File: src/rtl/core/lbc_pkg.sv
`timescale 1ns / 1ps
// ----------------------------------------------------------------------------
// LED blink controller package
// Command codes, LED modes, field widths and the control and status bundles
// that pass between the controller and the datapath.
// ----------------------------------------------------------------------------
package lbc_pkg;

   localparam int PERIOD_W    = 16;   // period_ticks field
   localparam int HALF_W      = 15;   // half period counters
   localparam int COUNT_IN_W  = 16;   // blink_count field
   localparam int INDEX_W     = 2;    // led_index field
   localparam int OUT_LEDS    = 4;    // LEDs shown on the result beat
   localparam int MASK_W      = 4;    // active_high_mask register

   localparam logic [PERIOD_W-1:0] PERIOD_MIN   = 16'd2;
   localparam logic [MASK_W-1:0]   MASK_DEFAULT = 4'hF;

   typedef enum logic [1:0] {
      CMD_TICK    = 2'd0,
      CMD_SET_ON  = 2'd1,
      CMD_SET_OFF = 2'd2,
      CMD_BLINK   = 2'd3
   } command_type;

   typedef enum logic [1:0] {
      MODE_OFF        = 2'd0,
      MODE_ON         = 2'd1,
      MODE_BLINK_DARK = 2'd2,
      MODE_BLINK_LIT  = 2'd3
   } led_mode_type;

   // Controller to datapath
   typedef struct packed {
      logic load_item;   // capture the request beat, rewind the LED pointer
      logic apply_cmd;   // apply a set or blink command to the addressed LED
      logic tick_step;   // advance the LED under the pointer by one tick
      logic load_rsp;    // capture pin levels and blinking mask
   } ctrl_cmd_type;

   // Datapath to controller
   typedef struct packed {
      logic last_entry;  // pointer sits on the last LED
   } dp_status_type;

endpackage

File: src/rtl/core/lbc_ctrl.sv
`timescale 1ns / 1ps
// ----------------------------------------------------------------------------
// LED blink controller sequencer
// Accepts one request beat at a time, walks the LEDs for a tick, applies a
// set or blink in its apply state, and hands the result to the response register.
// ----------------------------------------------------------------------------
module lbc_ctrl (
   input  logic                       clock,
   input  logic                       reset,
   input  logic                       req_valid,
   output logic                       req_stall,
   input  logic [1:0]                 req_command,
   output logic                       rsp_valid,
   input  logic                       rsp_stall,
   output lbc_pkg::ctrl_cmd_type      ctrl,
   input  lbc_pkg::dp_status_type     status
);

   typedef enum logic [3:0] {
      ST_IDLE  = 4'b0001,
      ST_APPLY = 4'b0010,
      ST_TICK  = 4'b0100,
      ST_EMIT  = 4'b1000
   } state_type;

   state_type state_ff, state_in;
   logic      rsp_valid_ff, rsp_valid_in;
   logic      req_accept;
   logic      rsp_free;

   assign req_stall  = (state_ff != ST_IDLE);
   assign req_accept = req_valid && !req_stall;
   assign rsp_free   = !rsp_valid_ff || !rsp_stall;
   assign rsp_valid  = rsp_valid_ff;

   always_comb begin
      state_in       = state_ff;
      ctrl.load_item = 1'b0;
      ctrl.apply_cmd = 1'b0;
      ctrl.tick_step = 1'b0;
      ctrl.load_rsp  = 1'b0;
      unique case (state_ff)
         ST_IDLE: begin
            if (req_accept) begin
               ctrl.load_item = 1'b1;
               if (lbc_pkg::command_type'(req_command) == lbc_pkg::CMD_TICK) begin
                  state_in = ST_TICK;
               end else begin
                  state_in = ST_APPLY;
               end
            end
         end
         ST_APPLY: begin
            ctrl.apply_cmd = 1'b1;
            state_in       = ST_EMIT;
         end
         ST_TICK: begin
            ctrl.tick_step = 1'b1;
            if (status.last_entry) begin
               state_in = ST_EMIT;
            end
         end
         ST_EMIT: begin
            if (rsp_free) begin
               ctrl.load_rsp = 1'b1;
               state_in      = ST_IDLE;
            end
         end
         default: begin
            state_in = ST_IDLE;
         end
      endcase
   end

   // hold the result until taken, drop it when taken with nothing new behind
   always_comb begin
      if (ctrl.load_rsp) begin
         rsp_valid_in = 1'b1;
      end else begin
         rsp_valid_in = rsp_valid_ff && rsp_stall;
      end
   end

   always_ff @(posedge clock) begin
      if (reset) begin
         state_ff     <= ST_IDLE;
         rsp_valid_ff <= 1'b0;
      end else begin
         state_ff     <= state_in;
         rsp_valid_ff <= rsp_valid_in;
      end
   end

endmodule

File: src/rtl/core/lbc_datapath.sv
`timescale 1ns / 1ps
// ----------------------------------------------------------------------------
// LED blink controller datapath
// Per-LED mode and blink counters, one shared tick unit that visits the LED
// under the pointer, the polarity register and the response payload.
// ----------------------------------------------------------------------------
module lbc_datapath #(
   parameter int LED_COUNT   = 4,
   parameter int COUNT_WIDTH = 16
) (
   input  logic                                  clock,
   input  logic                                  reset,
   input  lbc_pkg::ctrl_cmd_type                 ctrl,
   output lbc_pkg::dp_status_type                status,
   input  logic [1:0]                            req_command,
   input  logic [lbc_pkg::INDEX_W-1:0]           req_led_index,
   input  logic                                  req_start_lit,
   input  logic [lbc_pkg::PERIOD_W-1:0]          req_period_ticks,
   input  logic [lbc_pkg::COUNT_IN_W-1:0]        req_blink_count,
   input  logic                                  csr_write,
   input  logic [lbc_pkg::MASK_W-1:0]            csr_active_high_mask,
   output logic [lbc_pkg::OUT_LEDS-1:0]          rsp_pin_levels,
   output logic [lbc_pkg::OUT_LEDS-1:0]          rsp_blinking_mask
);

   localparam int PTR_W = (LED_COUNT > 1) ? $clog2(LED_COUNT) : 1;
   localparam logic [COUNT_WIDTH-1:0] COUNT_FOREVER = {COUNT_WIDTH{1'b1}};
   localparam logic [COUNT_WIDTH-1:0] COUNT_ONE     = COUNT_WIDTH'(1);
   localparam logic [lbc_pkg::HALF_W-1:0] HALF_ONE  = lbc_pkg::HALF_W'(1);

   // captured request beat
   lbc_pkg::command_type              cmd_ff;
   logic [lbc_pkg::INDEX_W-1:0]       idx_ff;
   logic                              slit_ff;
   logic [lbc_pkg::PERIOD_W-1:0]      period_ff;
   logic [COUNT_WIDTH-1:0]            count_ff;
   logic [COUNT_WIDTH-1:0]            count_in;
   logic [47:0]                       count_wide;

   logic [PTR_W-1:0]                  ptr_ff, ptr_in;
   logic [lbc_pkg::MASK_W-1:0]        polarity_ff;

   // per-LED state
   lbc_pkg::led_mode_type             mode_ff        [LED_COUNT];
   logic                              starts_lit_ff  [LED_COUNT];
   logic [lbc_pkg::HALF_W-1:0]        reload_ff      [LED_COUNT];
   logic [lbc_pkg::HALF_W-1:0]        left_ff        [LED_COUNT];
   logic [COUNT_WIDTH-1:0]            requested_ff   [LED_COUNT];
   logic [COUNT_WIDTH-1:0]            blinks_left_ff [LED_COUNT];

   logic [lbc_pkg::OUT_LEDS-1:0]      pins_ff, pins_in;
   logic [lbc_pkg::OUT_LEDS-1:0]      blinking_ff, blinking_in;

   // shared unit
   logic [31:0]                       idx_wide;
   logic                              idx_ok;
   logic [PTR_W-1:0]                  idx_ptr;
   logic [PTR_W-1:0]                  sel;
   lbc_pkg::led_mode_type             cur_mode;
   logic                              cur_slit;
   logic [lbc_pkg::HALF_W-1:0]        cur_left;
   logic [lbc_pkg::HALF_W-1:0]        cur_reload;
   logic [COUNT_WIDTH-1:0]            cur_requested;
   logic [COUNT_WIDTH-1:0]            cur_bl;
   logic [COUNT_WIDTH-1:0]            bl_dec;
   logic                              counts;
   logic [lbc_pkg::PERIOD_W-1:0]      eff_period;
   logic [lbc_pkg::HALF_W-1:0]        new_reload;
   logic [COUNT_WIDTH-1:0]            eff_count;

   logic                              mode_we, left_we, bl_we, blink_we;
   lbc_pkg::led_mode_type             mode_in;
   logic [lbc_pkg::HALF_W-1:0]        left_in;
   logic [COUNT_WIDTH-1:0]            bl_in;

   assign count_wide = {32'd0, req_blink_count};
   assign count_in   = count_wide[COUNT_WIDTH-1:0];

   assign idx_wide = 32'(idx_ff);
   assign idx_ok   = idx_wide < 32'(LED_COUNT);
   assign idx_ptr  = idx_wide[PTR_W-1:0];
   assign sel      = ctrl.apply_cmd ? idx_ptr : ptr_ff;

   assign status.last_entry = (ptr_ff == PTR_W'(LED_COUNT - 1));

   assign cur_mode      = mode_ff[sel];
   assign cur_slit      = starts_lit_ff[sel];
   assign cur_left      = left_ff[sel];
   assign cur_reload    = reload_ff[sel];
   assign cur_requested = requested_ff[sel];
   assign cur_bl        = blinks_left_ff[sel];
   assign bl_dec        = cur_bl - COUNT_ONE;
   assign counts        = (cur_requested != COUNT_FOREVER);

   assign eff_period = (period_ff < lbc_pkg::PERIOD_MIN) ? lbc_pkg::PERIOD_MIN : period_ff;
   assign new_reload = eff_period[lbc_pkg::PERIOD_W-1:1];
   assign eff_count  = (count_ff == '0) ? COUNT_ONE : count_ff;

   always_comb begin
      mode_we  = 1'b0;
      left_we  = 1'b0;
      bl_we    = 1'b0;
      blink_we = 1'b0;
      mode_in  = cur_mode;
      left_in  = cur_left;
      bl_in    = bl_dec;
      if (ctrl.apply_cmd && idx_ok) begin
         unique case (cmd_ff)
            lbc_pkg::CMD_SET_ON: begin
               mode_we = 1'b1;
               mode_in = lbc_pkg::MODE_ON;
            end
            lbc_pkg::CMD_SET_OFF: begin
               mode_we = 1'b1;
               mode_in = lbc_pkg::MODE_OFF;
            end
            lbc_pkg::CMD_BLINK: begin
               blink_we = 1'b1;
               mode_we  = 1'b1;
               left_we  = 1'b1;
               bl_we    = 1'b1;
               mode_in  = slit_ff ? lbc_pkg::MODE_BLINK_LIT : lbc_pkg::MODE_BLINK_DARK;
               left_in  = new_reload;
               bl_in    = eff_count;
            end
            lbc_pkg::CMD_TICK: begin
            end
         endcase
      end else if (ctrl.tick_step && (cur_mode == lbc_pkg::MODE_BLINK_LIT ||
                                      cur_mode == lbc_pkg::MODE_BLINK_DARK)) begin
         left_we = 1'b1;
         if (cur_left > HALF_ONE) begin
            left_in = cur_left - HALF_ONE;
         end else begin
            // half period over: reload, toggle, count on return to start level
            left_in = cur_reload;
            mode_we = 1'b1;
            if (cur_mode == lbc_pkg::MODE_BLINK_LIT) begin
               mode_in = lbc_pkg::MODE_BLINK_DARK;
               if (!cur_slit && counts) begin
                  bl_we = 1'b1;
                  if (bl_dec == '0) begin
                     mode_in = lbc_pkg::MODE_ON;
                  end
               end
            end else begin
               mode_in = lbc_pkg::MODE_BLINK_LIT;
               if (cur_slit && counts) begin
                  bl_we = 1'b1;
                  if (bl_dec == '0) begin
                     mode_in = lbc_pkg::MODE_OFF;
                  end
               end
            end
         end
      end
   end

   assign ptr_in = ctrl.load_item ? '0 : (ctrl.tick_step ? ptr_ff + PTR_W'(1) : ptr_ff);

   // result view of the first four LEDs
   for (genvar g = 0; g < lbc_pkg::OUT_LEDS; g++) begin : g_out
      if (g < LED_COUNT) begin : g_led
         logic lit;
         assign lit = (mode_ff[g] == lbc_pkg::MODE_ON) ||
                      (mode_ff[g] == lbc_pkg::MODE_BLINK_LIT);
         assign pins_in[g]     = lit ^ ~polarity_ff[g];
         assign blinking_in[g] = (mode_ff[g] == lbc_pkg::MODE_BLINK_LIT) ||
                                 (mode_ff[g] == lbc_pkg::MODE_BLINK_DARK);
      end else begin : g_none
         assign pins_in[g]     = 1'b0;
         assign blinking_in[g] = 1'b0;
      end
   end

   always_ff @(posedge clock) begin
      if (reset) begin
         polarity_ff <= lbc_pkg::MASK_DEFAULT;
         ptr_ff      <= '0;
         for (int i = 0; i < LED_COUNT; i++) begin
            mode_ff[i] <= lbc_pkg::MODE_OFF;
         end
      end else begin
         if (csr_write) begin
            polarity_ff <= csr_active_high_mask;
         end
         ptr_ff <= ptr_in;
         if (mode_we) begin
            mode_ff[sel] <= mode_in;
         end
      end
   end

   always_ff @(posedge clock) begin
      if (ctrl.load_item) begin
         cmd_ff    <= lbc_pkg::command_type'(req_command);
         idx_ff    <= req_led_index;
         slit_ff   <= req_start_lit;
         period_ff <= req_period_ticks;
         count_ff  <= count_in;
      end
      if (blink_we) begin
         starts_lit_ff[sel] <= slit_ff;
         reload_ff[sel]     <= new_reload;
         requested_ff[sel]  <= eff_count;
      end
      if (left_we) begin
         left_ff[sel] <= left_in;
      end
      if (bl_we) begin
         blinks_left_ff[sel] <= bl_in;
      end
      if (ctrl.load_rsp) begin
         pins_ff     <= pins_in;
         blinking_ff <= blinking_in;
      end
   end

   assign rsp_pin_levels    = pins_ff;
   assign rsp_blinking_mask = blinking_ff;

endmodule

File: src/rtl/core/led_blink_controller.sv
`timescale 1ns / 1ps
// ----------------------------------------------------------------------------
// LED blink controller
// Keeps a bank of LEDs steady on, steady off or blinking, and answers every
// command beat with the pin levels and the blinking mask.
// ----------------------------------------------------------------------------
// Each accepted request beat yields exactly one response beat. A set-on,
// set-off or blink command is captured, applied and loaded into the
// response register; a tick is captured, then one shared tick unit visits
// the LEDs one per cycle, then the response register is loaded. A finished
// response waits in its own register, so the next request
// is taken while the previous response is still stalled; the block only holds
// off a result of its own when the register is still occupied. The polarity
// register is written through the csr_ port, which is always ready; write it
// only while no request is in flight. Pin bit i is driven high to light LED i
// when active_high_mask bit i is set, low when it is clear. Only LEDs 0 to 3
// appear on the response; higher LEDs are kept but not shown.
// ----------------------------------------------------------------------------
module led_blink_controller #(
   parameter int LED_COUNT   = 4,
   parameter int COUNT_WIDTH = 16
) (
   input  logic                              clock,
   input  logic                              reset,
   // request channel
   input  logic                              req_valid,
   output logic                              req_stall,
   input  logic [1:0]                        req_command,
   input  logic [lbc_pkg::INDEX_W-1:0]       req_led_index,
   input  logic                              req_start_lit,
   input  logic [lbc_pkg::PERIOD_W-1:0]      req_period_ticks,
   input  logic [lbc_pkg::COUNT_IN_W-1:0]    req_blink_count,
   // response channel
   output logic                              rsp_valid,
   input  logic                              rsp_stall,
   output logic [lbc_pkg::OUT_LEDS-1:0]      rsp_pin_levels,
   output logic [lbc_pkg::OUT_LEDS-1:0]      rsp_blinking_mask,
   // polarity register write
   input  logic                              csr_valid,
   output logic                              csr_ready,
   input  logic [lbc_pkg::MASK_W-1:0]        csr_active_high_mask
);

   lbc_pkg::ctrl_cmd_type  ctrl;
   lbc_pkg::dp_status_type status;
   logic                   csr_write;

   // the register takes a write in any cycle
   assign csr_ready = 1'b1;
   assign csr_write = csr_valid && csr_ready;

   // sequencer: handshakes and the order of the work
   lbc_ctrl u_ctrl (
      .clock       (clock),
      .reset       (reset),
      .req_valid   (req_valid),
      .req_stall   (req_stall),
      .req_command (req_command),
      .rsp_valid   (rsp_valid),
      .rsp_stall   (rsp_stall),
      .ctrl        (ctrl),
      .status      (status)
   );

   // per-LED state, tick unit and response payload
   lbc_datapath #(
      .LED_COUNT   (LED_COUNT),
      .COUNT_WIDTH (COUNT_WIDTH)
   ) u_datapath (
      .clock                (clock),
      .reset                (reset),
      .ctrl                 (ctrl),
      .status               (status),
      .req_command          (req_command),
      .req_led_index        (req_led_index),
      .req_start_lit        (req_start_lit),
      .req_period_ticks     (req_period_ticks),
      .req_blink_count      (req_blink_count),
      .csr_write            (csr_write),
      .csr_active_high_mask (csr_active_high_mask),
      .rsp_pin_levels       (rsp_pin_levels),
      .rsp_blinking_mask    (rsp_blinking_mask)
   );

`ifndef ASSERT_OFF
   // one beat in flight: an accepted beat holds off the next one
   a_one_in_flight: assert property (@(posedge clock) disable iff (reset)
      req_valid && !req_stall |=> req_stall)
      else $error("request accepted while a command is in flight");

   // a new response appears only at the end of a command's work
   a_rsp_from_work: assert property (@(posedge clock) disable iff (reset)
      $rose(rsp_valid) |-> $past(req_stall))
      else $error("response raised with no command in flight");

   // a fresh response beat never overwrites a stalled one
   a_rsp_no_overrun: assert property (@(posedge clock) disable iff (reset)
      rsp_valid && rsp_stall && ctrl.load_rsp |-> 1'b0)
      else $error("response register loaded while stalled");
`endif

endmodule

File: config.mk
export PLATFORM = sky130hd
export DESIGN_NAME = led_blink_controller
export DESIGN_NICKNAME = d
export VERILOG_FILES = /design/src/rtl/core/lbc_pkg.sv /design/src/rtl/core/lbc_ctrl.sv /design/src/rtl/core/lbc_datapath.sv /design/src/rtl/core/led_blink_controller.sv
export SDC_FILE = /design/constraint.sdc
export NUM_CORES = 1
export LEC_CHECK = 0
export ABC_AREA = 0
export BUFFER_PORTS_ARGS = -buffer_cell sky130_fd_sc_hd__buf_2
export CAP_MARGIN = 15
export CORE_UTILIZATION = 30
export DETAILED_ROUTE_END_ITERATION = 16
export GPL_TIMING_DRIVEN = 0
export MAX_ROUTING_LAYER = met4
export SLEW_MARGIN = 20
export SYNTH_ARGS = -nofsm -noshare
export SYNTH_HDL_FRONTEND = slang
export SYNTH_SLANG_ARGS = --single-unit
File: constraint.sdc
create_clock -name clock -period 5.7 [get_ports clock]
set_input_delay 0.57 -clock clock [delete_from_list [all_inputs] [get_ports clock]]
set_output_delay 0.57 -clock clock [all_outputs]
set_load 0.02 [all_outputs]
==> metrics.md <==
| Metric | Value |
|---|---|
| Met3 Usage GRT | `2.294%` |
| Pwr per Cell Area | `320.9 nW/um^2` |
| Final WL | `30690 microns` |
| CP peak stage delay | `0.71 ns` |
| CTS Root Cell | `clkbuf_16` |
| Largest net degree at the start of global routing | `41` |
| Hold Violations, Final | `0` |
| Mapped Cells | `808` |
| Final period utilization | `90.87%` |
| Fin area | `15390 sq um` |
| Post-CTS Resized | `0` |
| Max FO, Critical Path | `10` |
| Total global-route track usage | `14.48%` |
| IO Count | `57` |
| Final setup viols | `0` |
| Fillers | `4143` |
| Post-Synthesis Mean Instance Area | `16.15 sq um` |
| Clk Latency, worst-skew pair | `0.53 ns` |
| Buf+Inv Stages, Crit Path | `2` |
| Delay-heaviest family, CP | `simple AND/OR/NAND/NOR gates` |
| CP max stage cell | `nor4b_4` |
| Ant. Diodes | `0` |
| First-pass GRT wire length | `46780 microns` |
| Buffers on Ports | `52` |
| FMAX | `193.1 MHz` |
| Die width | `210.5 microns` |
| Crit path cell chain | `nor4b_4, mux2_2, clkbuf_1, mux4_2, nor3_1, nand3_1, nor3_2, a31oi_1, nor2_2, buf_6` |
| Clock share of power | `42.7%` |
| Startpoint types | `flop` |
| Routed vias/inst | `4.862` |
| Warnings, synthesis | `0` |
| Layout Area Growth over Synthesis | `17.96%` |
| Die area | `44330 sq um` |
| GRT overflow | `0` |
| CTS tree | `yes` |
| Residual DRC | `0` |
| Initial antenna violation count | `0` |
| Sw power | `0.001080 W` |
| Status | `completed` |
| Hold Worst Slack | `0.2158 ns` |
| H-Tree Level Count | `2` |
| Setup Skew | `0.02795 ns` |
| GRT Max-Usage Layer | `met2` |
| Sequential share of power | `53.2%` |
| Initial Utilization | `30.36%` |
| Antenna viol nets, final | `0` |
| Total CTS buffers | `35` |
| Met2 Use GR | `22.48%` |
| Critical R2R Launch | `u_ctrl.state_ff[3]` |
| CP startpoint | `u_ctrl.state_ff[3]` |
| GR Util met1 | `19.70%` |
| Arrival time worst endpoint | `5.42 ns` |
| Worst Tran Pin Value | `1.058 ns` |
| Post-synthesis sequential area ratio | `71.65%` |
| RSZ-0062 raised after global routing | `false` |
| Via count | `7453` |
| Tmin final | `5.180 ns` |
| DR iter-0 viols | `554` |
| Std-Cell Rows | `76` |
| Post-Syn Area | `13050 sq um` |
| Crit Path Class | `flop to flop` |
| Async set-reset flop share out of synthesis | `0%` |
| Placed cell areas | `14320 sq um` |
| Syn_nets | `859` |
| DP HPWL | `21900 microns` |
| Max-slew violation count | `0` |
| Post-CTS setup buffers | `0` |
| Clock Tree Buf Depth | `3` |
| Clock Sinks | `315` |
| Area leader, netlist | `edfxtp_1` |
| Post-synth cell types | `66` |
| P_leak | `4.905 nW` |
| Area of the core | `42980 sq um` |
| Logic pwr share | `4.2%` |
| Routed wire length per instance | `20.02 microns` |
| EDFF count, synth | `304` |
| Layout cells sized above 1 | `22.57%` |
| CTS clk-pin slew, worst paths | `0.06 ns` |
| Switching share of power | `21.87%` |
| Drt pass-1 iters | `6` |
| Launch point of the worst hold path | `req_blink_count[14]` |
| Endpoint class of the critical path | `flop` |
| Vias in the first global route | `7644` |
| Worst slew margin | `28.50%` |
| Final nets | `973` |
| Share of Yosys cell area claimed by the top area cell type | `69.97%` |
| Hold buffers post-CTS | `0` |
| Ranking of synthesized cells by area | `edfxtp_1, mux4_2, dfxtp_1, clkbuf_1, mux2i_1` |
| GPL Wtd Cong | `0.8815` |
| Internal | `0.003858 W` |
| VDD IR max | `0.1765 mV` |
| Hold WC Path Type | `input pin to flop` |
| Top FF cell, synth | `edfxtp_1` |
| #FFs+latches synth | `315` |
| DIE HEIGHT | `210.5 microns` |
| Max Cap Viol | `0` |
| Req. time, crit path | `5.94 ns` |
cell families (layout without fill, tap and decap cells):
logic type | count (synthesis) | after routing | synth area share [%]
AOI/OAI and AO/OA | 110 | 110 | 5.562
xor gates and xnor gates | 18 | 18 | 1.208
adders and majority gates | 5 | 5 | 0.4795
buffers and inverters | 83 | 223 | 2.618
DFF | 315 | 315 | 71.65
muxes | 71 | 71 | 10.20
other | 1 | 1 | 0.02874
and+or+nand+nor | 205 | 205 | 8.247
final timing paths:
path | to | slack [ns] | cells after the start
min reg2reg | u_datapath.polarity_ff[0] | 0.50 | 2
max | u_datapath.blinks_left_ff[0][0] | 0.52 | 10
min | u_datapath.count_ff[14] | 0.22 | 1
max reg2reg | u_datapath.blinks_left_ff[0][0] | 0.52 | 10
layer usage:
layer	vias to the layer above	wire (microns)
met5	-	0
li1	3439	-
met2	201	14340
met4	0	630
met1	3774	14070
met3	39	1657
state kept, by name, summed over array words and instances (netlist names), 8 cells and up:
name                       count
u_datapath.requested_ff       64
u_datapath.reload_ff          60
u_datapath.period_ff          15
u_datapath.mode_ff             8
u_datapath.left_ff            60
u_datapath.count_ff           16
u_datapath.blinks_left_ff     64
power groups by stage:
stage / Clock, W / Sequential (W) / Combinational, W
detailed placement: 0 / 0.00267 / 0.000207
global placement: 0 / 0.00268 / 0.000198
floorplan: 0 / 0.00265 / 0.000132
finish: 0.00211 / 0.00263 / 0.000205
global route: 0.00224 / 0.00263 / 0.000226
CTS: 0.00215 / 0.00263 / 0.000208
layout make-up:
class,count,area [sq um],area share [%]
clock buffers,41,908.4,5.902
flip-flops and latches,315,9349,60.74
inverters,15,56.30,0.3658
clock inverters,22,157.7,1.024
multi-input cells,410,3406,22.13
repair buffers,77,493.0,3.203
plain buffers,68,289.0,1.878
well taps,585,732.0,4.756
synthesized netlist by cell type (all sizes together) (2+ instances only):
cell type	count
edfxtp	304
o21ai	25
nor3	24
a2bb2oi	6
nor3b	4
nor2	41
mux2	3
nand3b	2
a31oi	4
o32ai	2
o31ai	2
and2	9
mux4	49
clkbuf	54
nand2	43
dfxtp	11
nand4	23
nand2b	3
o21a	7
nor2b	5
a211o	2
xor2	6
nand3	26
a21oi	33
inv	14
o221ai	7
a31o	2
buf	14
nor4	16
xnor2	12
a41o	2
a211oi	2
o211ai	2
ha	5
o2111ai	3
mux2i	19
nor4b	4
layout by cell type (no fill, tap or decap), types with 23 or more instances in the layout:
master,Yosys,final
mux4_2,48,48
clkbuf_1,54,58
nand2_1,43,43
nand3_1,26,26
nor2_1,41,35
buf_2,9,61
a21oi_1,33,33
edfxtp_1,304,304
nand4_1,23,23
clkbuf_16,0,35
metrics by stage:
stage / setup TNS [ns] / utilization, % / instances / setup WS [ns] / total power, W
2_1_floorplan: 0 / - / 808 / 0.6377 / 0.002784
3_3_place_gp: -194.74 / 32.66 / 1445 / -1.588 / 0.002875
3_5_place_dp: 0 / 33.32 / 1470 / 0.3329 / 0.002882
4_1_cts: 0 / 35.80 / 1533 / 0.3140 / 0.004988
5_1_grt: 0 / 35.81 / 1533 / 0.1462 / 0.005094
6_report: 0 / 35.81 / 1533 / 0.5202 / 0.004938
Note: power is estimated with default switching activity, not from simulation.
